**config.mk**
```make
export PLATFORM = sky130hd
export DESIGN_NAME = tpc_seq
export DESIGN_NICKNAME = d
export VERILOG_FILES = /design/src/rtl/tpc_pkg.sv /design/src/rtl/tpc_seq.sv
export VERILOG_INCLUDE_DIRS = /design/src /design/src/rtl
export SDC_FILE = /design/constraint.sdc
export NUM_CORES = 2
export LEC_CHECK = 0
export ABC_AREA = 0
export BUFFER_PORTS_ARGS = -buffer_cell sky130_fd_sc_hd__buf_2
export CORE_UTILIZATION = 35
export CTS_CLUSTER_DIAMETER = 60
export DETAILED_ROUTE_END_ITERATION = 10
export PLACE_DENSITY = 0.64
export SLEW_MARGIN = 20
export SYNTH_ARGS = -nofsm -noshare
export SYNTH_HDL_FRONTEND = slang
export SYNTH_SLANG_ARGS = --single-unit
```
**constraint.sdc**
```tcl
create_clock -name clk -period 73.8 [get_ports clk]
set_input_delay 11.07 -clock clk [delete_from_list [all_inputs] [get_ports clk]]
set_output_delay 11.07 -clock clk [all_outputs]
set_load 0.005 [all_outputs]
```
**src/rtl/triangle_plane_clipper_defines.svh**
```systemverilog
// Assertion macros used by the clipper sequencer.
// They expect clk and arst_n in the scope of the use.
`ifndef TRIANGLE_PLANE_CLIPPER_DEFINES_SVH
`define TRIANGLE_PLANE_CLIPPER_DEFINES_SVH

`define TPC_ASSERT_NOW(lbl, ante, cons, msg) \
	lbl: assert property (@(posedge clk) disable iff (!arst_n) (ante) |-> (cons)) \
		else $error(msg);

`define TPC_ASSERT_NEXT(lbl, ante, cons, msg) \
	lbl: assert property (@(posedge clk) disable iff (!arst_n) (ante) |=> (cons)) \
		else $error(msg);

`endif

```
**src/rtl/tpc_pkg.sv**
```systemverilog
`timescale 1ns / 1ps
package tpc_pkg;

	localparam int COORD_WIDTH = 32;
	localparam int FRAC_BITS   = 16;
	localparam int TFRAC_BITS  = 40;
	localparam int DIST_WIDTH  = 2 * COORD_WIDTH + 3;
	localparam int PROD_WIDTH  = COORD_WIDTH + TFRAC_BITS + 2;
	localparam int CFG_INDEX_WIDTH = 3;

	localparam logic [CFG_INDEX_WIDTH-1:0] CFG_PLANE_PX  = 3'd0;
	localparam logic [CFG_INDEX_WIDTH-1:0] CFG_PLANE_PY  = 3'd1;
	localparam logic [CFG_INDEX_WIDTH-1:0] CFG_PLANE_PZ  = 3'd2;
	localparam logic [CFG_INDEX_WIDTH-1:0] CFG_NORMAL_NX = 3'd3;
	localparam logic [CFG_INDEX_WIDTH-1:0] CFG_NORMAL_NY = 3'd4;
	localparam logic [CFG_INDEX_WIDTH-1:0] CFG_NORMAL_NZ = 3'd5;

	localparam logic [1:0] NI_NONE = 2'd0;
	localparam logic [1:0] NI_ONE  = 2'd1;
	localparam logic [1:0] NI_TWO  = 2'd2;
	localparam logic [1:0] NI_ALL  = 2'd3;

	typedef logic signed [COORD_WIDTH-1:0] coord_t;
	typedef logic signed [COORD_WIDTH:0]   diff_t;
	typedef logic signed [DIST_WIDTH-1:0]  dist_t;
	typedef logic [DIST_WIDTH-1:0]         udist_t;
	typedef logic [TFRAC_BITS-1:0]         frac_t;
	typedef logic [1:0]                    vidx_t;

	typedef struct packed {
		coord_t x;
		coord_t y;
		coord_t z;
		coord_t w;
	} vert_t;

	typedef struct packed {
		coord_t v0_x;
		coord_t v0_y;
		coord_t v0_z;
		coord_t v0_w;
		coord_t v1_x;
		coord_t v1_y;
		coord_t v1_z;
		coord_t v1_w;
		coord_t v2_x;
		coord_t v2_y;
		coord_t v2_z;
		coord_t v2_w;
	} tri_in_t;

	typedef struct packed {
		coord_t     out_x;
		coord_t     out_y;
		coord_t     out_z;
		coord_t     out_w;
		logic [1:0] triangle_count;
		logic [2:0] vertex_slot;
		logic       last;
	} vtx_out_t;

	typedef struct packed {
		coord_t px;
		coord_t py;
		coord_t pz;
		coord_t nx;
		coord_t ny;
		coord_t nz;
	} plane_t;

	typedef struct packed {
		vert_t       a;
		diff_t [3:0] dl;
	} cut_t;

	typedef struct packed {
		vert_t [2:0] v;
		logic [1:0]  ni;
		vidx_t       i0;
		vidx_t       i1;
		cut_t [1:0]  cut;
	} clip_ctx_t;

	typedef struct packed {
		vert_t [2:0] v;
		logic [1:0]  ni;
		vidx_t       i0;
		vidx_t       i1;
		vert_t [1:0] x;
	} clip_res_t;

	function automatic vert_t pick_vert(vert_t [2:0] v, vidx_t i);
		vert_t r;
		case (i)
			2'd1:    r = v[1];
			2'd2:    r = v[2];
			default: r = v[0];
		endcase
		return r;
	endfunction

	function automatic coord_t get_coord(vert_t v, logic [1:0] k);
		coord_t r;
		case (k)
			2'd0:    r = v.x;
			2'd1:    r = v.y;
			2'd2:    r = v.z;
			default: r = v.w;
		endcase
		return r;
	endfunction

endpackage

```
**src/rtl/tpc_seq.sv**
```systemverilog
`timescale 1ns / 1ps
`include "triangle_plane_clipper_defines.svh"
module tpc_seq import tpc_pkg::*; (
	input  logic      clk,
	input  logic      arst_n,
	input  logic      res_vld,
	input  clip_res_t res,
	output logic      ready,
	output logic      out_valid,
	input  logic      out_stall,
	output vtx_out_t  out_word
);

	logic       busy_q;
	logic [2:0] slot_q;
	logic [2:0] last_slot_q;
	logic [1:0] tcount_q;
	logic       out_vld_q;
	vtx_out_t   out_q;
	vert_t      slots_q [6];

	logic       out_adv, emit, done, take, load;
	vert_t      slots_d [6];
	logic [2:0] last_slot_d;
	logic [1:0] tcount_d;
	vert_t      va, vb;

	assign out_adv = !out_vld_q || !out_stall;
	assign emit    = busy_q && out_adv;
	assign done    = emit && (slot_q == last_slot_q);
	assign ready   = !busy_q || done;
	assign take    = res_vld && ready;
	assign load    = take && (res.ni != NI_NONE);

	always_comb begin
		va = pick_vert(res.v, res.i0);
		vb = pick_vert(res.v, res.i1);
		for (int s = 0; s < 6; s++) begin
			slots_d[s] = va;
		end
		last_slot_d = 3'd2;
		tcount_d    = 2'd1;
		case (res.ni)
			NI_ALL: begin
				slots_d[0] = res.v[0];
				slots_d[1] = res.v[1];
				slots_d[2] = res.v[2];
			end
			NI_TWO: begin
				slots_d[1] = vb;
				slots_d[2] = res.x[0];
				slots_d[3] = vb;
				slots_d[4] = res.x[0];
				slots_d[5] = res.x[1];
				last_slot_d = 3'd5;
				tcount_d    = 2'd2;
			end
			default: begin
				slots_d[1] = res.x[0];
				slots_d[2] = res.x[1];
			end
		endcase
	end

	always_ff @(posedge clk or negedge arst_n) begin
		if (!arst_n) begin
			busy_q      <= 1'b0;
			slot_q      <= '0;
			last_slot_q <= '0;
			tcount_q    <= '0;
			out_vld_q   <= 1'b0;
		end else begin
			if (load) begin
				busy_q      <= 1'b1;
				slot_q      <= '0;
				last_slot_q <= last_slot_d;
				tcount_q    <= tcount_d;
			end else begin
				if (done) begin
					busy_q <= 1'b0;
				end
				if (emit) begin
					slot_q <= slot_q + 3'd1;
				end
			end
			if (emit) begin
				out_vld_q <= 1'b1;
			end else if (out_adv) begin
				out_vld_q <= 1'b0;
			end
		end
	end

	always_ff @(posedge clk) begin
		if (load) begin
			slots_q <= slots_d;
		end
		if (emit) begin
			out_q.out_x          <= slots_q[slot_q].x;
			out_q.out_y          <= slots_q[slot_q].y;
			out_q.out_z          <= slots_q[slot_q].z;
			out_q.out_w          <= slots_q[slot_q].w;
			out_q.triangle_count <= tcount_q;
			out_q.vertex_slot    <= slot_q;
			out_q.last           <= (slot_q == last_slot_q);
		end
	end

	assign out_valid = out_vld_q;
	assign out_word  = out_q;

	`TPC_ASSERT_NOW(a_slot_range, busy_q, slot_q <= last_slot_q, "Vertex slot ran past the end of the word.")
	`TPC_ASSERT_NOW(a_more_after, out_vld_q && !out_q.last, busy_q, "Sequencer went idle before the last vertex.")
	`TPC_ASSERT_NEXT(a_two_tri, load && (res.ni == NI_TWO), (last_slot_q == 3'd5) && (tcount_q == 2'd2), "Two-triangle word loaded with the wrong length.")
	`TPC_ASSERT_NEXT(a_hold_end, busy_q && !done, $stable(last_slot_q), "Word length changed while vertices were pending.")

endmodule

```
* Word-level counts from Yosys, hierarchy flattened
Index checks and enable logic that the tools add are counted.
** Cells by class
- Add/sub/neg operators :: 1
- Multipliers :: 0
- Div/mod/pow operators :: 0
- Magnitude comparators :: 1
- Eq/ne operators :: 7
- Shifts and indexed selects :: 0
- Muxes and demuxes :: 16
- Bitwise operators :: 1
- Reduce and logical (&&, ||, !) cells :: 13
** Operators by type and width (number)
- $pmux 128 s2 :: 2
- $pmux 256 s2 :: 1
- $bmux 128 s3 :: 1
- $mux 128 :: 3
- $mux 384 :: 1
- $mux 3 :: 3
- $eq 2x2->1 const B :: 4
- $reduce_bool 2->1 :: 4
- $eq 2x1->1 const B :: 2
- $ge 4x4->1 const B :: 1
- $logic_and 1x1->1 :: 4
- $mux 1 :: 4
- $not 3->4 :: 1
- $add 3x1->3 const B :: 1
- $eq 3x3->1 :: 1
- $logic_not 1->1 :: 3
- $logic_or 1x1->1 :: 2
- $mux 2 :: 1
** Storage, ports and cells
- Register bits after elaboration :: 912
- Bits in latches :: 0
- Memory bits (writable) :: 0
- ROM bits :: 0
- Bits of input ports :: 650
- Output and inout bits :: 136
- Word-level logic and storage cells :: 75
- Memories :: 0

* Logic depth before layout (Yosys ltp)
- Depth after elaboration :: 8
- Depth in mapped cells :: 10
- Gate-level depth less buffers :: 6

* Worst setup path before layout
OpenSTA, ideal clock, no wires.
- Path kind :: input-to-reg
- Start point :: input res[261] (netlist name)
- End point :: register last_slot_q[0]
- Setup time :: 0.176 ns
- Data arrival time :: 33.315 ns
- Required time :: 73.624 ns
- Path slack :: 40.309 ns
- Stages :: 4
- Path buffers :: 1
- Cells stage by stage :: buf_2 o21ai_1 a21oi_2 mux2_1
** On the way
- Longest elaborated chain between the ends :: 2
- Elaborated cells between the ends (all ways) :: 4
- Those cells by class :: 1 x eq/ne; 1 x mux; 2 x reduce/logical
** Ends and longest elaborated chain
- start, declared :: line tpc_seq.sv:7 : input clip_res_t res,
- $reduce_bool 2->1 :: line tpc_seq.sv:33 : assign load = take && (res.ni != NI_NONE);
- $logic_and 1x1->1 :: line tpc_seq.sv:33
- net load :: line tpc_seq.sv:22 : logic out_adv, emit, done, take, load;
- end signal, assigned :: line tpc_seq.sv:76 : last_slot_q <= last_slot_d;
- end, declared :: line tpc_seq.sv:16 : logic [2:0] last_slot_q;
The timed path passes the listed nets, and every way through them passes these cells.
A chain may end at the register's enable or synchronous reset.

* Worst setup path after layout
- Start point :: input out_stall
- End point :: output ready
** On the way
- Longest elaborated chain between the ends :: 5
** Ends and longest elaborated chain
- start, declared :: line tpc_seq.sv:10 : input logic out_stall,
- $logic_not 1->1 :: line tpc_seq.sv:28 : assign out_adv = !out_vld_q || !out_stall;
- $logic_or 1x1->1 :: line tpc_seq.sv:28
- $logic_and 1x1->1 :: line tpc_seq.sv:29 : assign emit = busy_q && out_adv;
- $logic_and 1x1->1 :: line tpc_seq.sv:30 : assign done = emit && (slot_q == last_slot_q);
- $logic_or 1x1->1 :: line tpc_seq.sv:31 : assign ready = !busy_q || done;
- end, declared :: line tpc_seq.sv:8 : output logic ready,
No other way between the ends.

==> key figures <==
Run status
  – Status: completed

Placed design
  – GP Congestion: 0.8588
  – PortBufs: 785
  – DP Worst Slack: 50.92 ns
  – DP Cell Count: 6269
  – Hpwl dp: 96100 um

Worst setup path
  – Reg-to-reg setup timing slack: 68.31 ns
  – CP Capture Point: ready
  – Reg2reg end: slots_q[719]$_DFFE_PP_
  – CP endpoint kind: output port
  – R2R depth: 7
  – Critical Path AT: 11.82 ns
  – Worst r2r src: slot_q[2]$_DFFE_PN0P_
  – Worst setup path start: out_stall
  – Critical path class: in -> out
  – CP Launch Type: input pin
  – WP data required: 62.73 ns
  – Critical-path maximum fanout: 6

Synth
  – Avg Synthesized Cell Area: 11.99 sq um
  – Sequential area share after synthesis: 56.70%
  – Yosys top cell by area: edfxtp_1
  – Syn Inst Count: 4011
  – Area of the mapped netlist: 48080 sq um
  – Cell variety after synth: 37
  – Synth area leaders: edfxtp_1 (56%), mux2i_1 (7.7%), mux4_2 (6.0%)
  – FF+latch count, synth: 909
  – Top cell type's share of synthesized area: 56.34%
  – EDFF count, synth: 902
  – Async SR Flop Fraction: 0.7701%
  – Syn_nets: 4666
  – Top FF cell, synth: edfxtp_1
  – Yosys warns: 0

Global route
  – First-pass GRT wire length: 229500 um
  – Gr usage total: 21.79%
  – GRT Residual Overflow: 0
  – Largest net degree at the start of global routing: 183
  – Initial antenna violation count: 106
  – Vias in the first global route: 36400

CTS
  – Number of setup buffers added after CTS: 0
  – Total CTS buffers: 110
  – Post-cts resize count: 0
  – Latest clock arrival within the worst-skew pair: 0.73 ns
  – CTS tree: built
  – Reg clk slew, reported paths: 0.06 ns
  – H-tree Lvls: 3
  – Clock sinks: 909
  – Cts hold-fix bufs: 0
  – Root buffer cell: clkbuf_16
  – Clock buffer depth: 3

Timing
  – Min Clock Period, post-route: 22.89 ns
  – Setup WS post-layout: 50.91 ns
  – Final hold violations: 0
  – Final period utilization: 31.01%
  – Maximum clock rate: 0.04369 GHz
  – Unrepaired setup endpoints after global routing: no
  – Final setup vio count: 0
  – Worst slew margin: 18.61%
  – Setup TNS: 0 ns
  – Count of final max-slew check failures: 0
  – Worst-margin pin slew: 1.221 ns
  – Clk_skew: 0.03432 ns

Route
  – Drt drc: 0
  – Wirelength per Cell: 23.97 um
  – Detailed Routing Iterations Pass 1: 6
  – Iter 0 DRT Violations: 3418
  – Final wirelength: 157000 um
  – ANT nets after route: 0
  – Vias per std cell: 5.682
  – Vias: 37210

Power
  – Total power draw: 1.876 mW
  – Leakage: 23.03 nW
  – Maximum VDD drop: 0.02652 mV
  – Power per cell area: 32.97 nW/um^2

Floorplanning
  – Full die area: 138900 sq um
  – Die width: 372.6 um
  – Core area: 135800 sq um
  – Die height: 372.6 um
  – Rows: 135
  – I/O pin total: 786
  – Starting Density: 35.40%

Layout
  – Layout net count: 5255
  – Layout area overhead: 18.34%
  – Finished Core Util: 41.90%
  – Cell Count, Final, Fillers Out: 6549
  – Ratio of cells with drive above 1 in the final layout: 24.38%

Min path
  – HP Class: reg -> reg
  – Critical hold path startpoint: last_slot_q[1]$_DFFE_PN0P_

Run
  – Max-cap violations: 0
[power breakdown]
| part | total (mW) | internal (mW) | switching [mW] |
|---|---|---|---|
| Sequential | 0.787 | 0.743 | 0.0437 |
| Clock | 0.542 | 0.313 | 0.229 |
| Combinational | 0.547 | 0.220 | 0.327 |
| Total | 1.88 | 1.28 | 0.600 |
[Yosys cell counts (95+ instances only)]
library cell    n
edfxtp_1      902
nor2_1        385
mux2i_1       371
a21o_1        370
o21ai_0       279
a21oi_1       272
nand2_1       246
buf_2         168
clkbuf_1      141
inv_1         135
a221o_1       128
mux4_2        128
o22ai_1       128
a22oi_1       114
o21ai_1        95
[final cells by class]
cell class                 instances  area, sq um
clock buffer                     132         2875
multi-input combinational       2607        18630
sequential                       909        27270
antenna                           76        190.2
timing repair buffer             836         4419
fill                           12790        78910
clock inverter                    72        758.2
tap                             1781         2228
inverter                         136        520.5
[worst min-delay path by stage]
stage	to	cells after the start	slack, ns
floorplan	out_word[3]$_DFFE_PP_	0	0.42
global placement	out_word[4]$_DFFE_PP_	0	0.48
detailed placement	out_word[4]$_DFFE_PP_	0	0.48
CTS	out_word[4]$_DFFE_PP_	0	0.49
global route	out_word[4]$_DFFE_PP_	0	0.51
finish	out_word[4]$_DFFE_PP_	0	0.50
[stage by stage]
step	hold slack [ns]	cell area [sq um]
detailed placement	0.4827	53070
finish	0.4968	56900
global placement	0.4778	53070
floorplan	0.4196	48080
global route	0.5090	56870
CTS	0.4937	56710
[routing by layer]
layer	wire length, um	GRT usage [%]
met4	6932	11.77
met3	14360	5.023
met1	60790	26.87
met5	346	0
met2	74550	35.36
[cell families (layout without fill, tap and decap cells)]
| logic type | after synthesis | count (layout) | synth area share [%] |
|---|---|---|---|
| compound gates | 1406 | 1406 | 18.96 |
| xor+xnor | 1 | 1 | 0.01822 |
| fa+ha+maj | 5 | 5 | 0.1301 |
| buf+inv | 495 | 1176 | 4.692 |
| flops | 909 | 909 | 56.70 |
| mux | 500 | 500 | 13.74 |
| other cells | 0 | 76 | 0 |
| simple gates | 695 | 695 | 5.754 |
[worst max-delay path, stage by stage]
cell      delay (ns)
buf_2           0.09
nand2_1         0.17
o211ai_1        0.20
nand2_1         0.16
buf_2           0.12
[registers in the layout, indices dropped and copies added, names as in the netlist]
signal / cells
out_valid: 1
slot_q: 3
busy_q: 1
last_slot_q: 2
slots_q: 768
out_word: 134
[cell usage in the layout, fill, tap and decap left out, types with 114 or more instances in the layout]
cell type and n:
a21o_1 370, a21oi_1 272, a221o_1 128, a22oi_1 114, buf_2 783, edfxtp_1 902, inv_1 134, mux2i_1 371
mux4_2 128, nand2_1 246, nor2_1 385, o21ai_0 279, o22ai_1 128
Note: power is estimated with default switching activity, not from simulation.
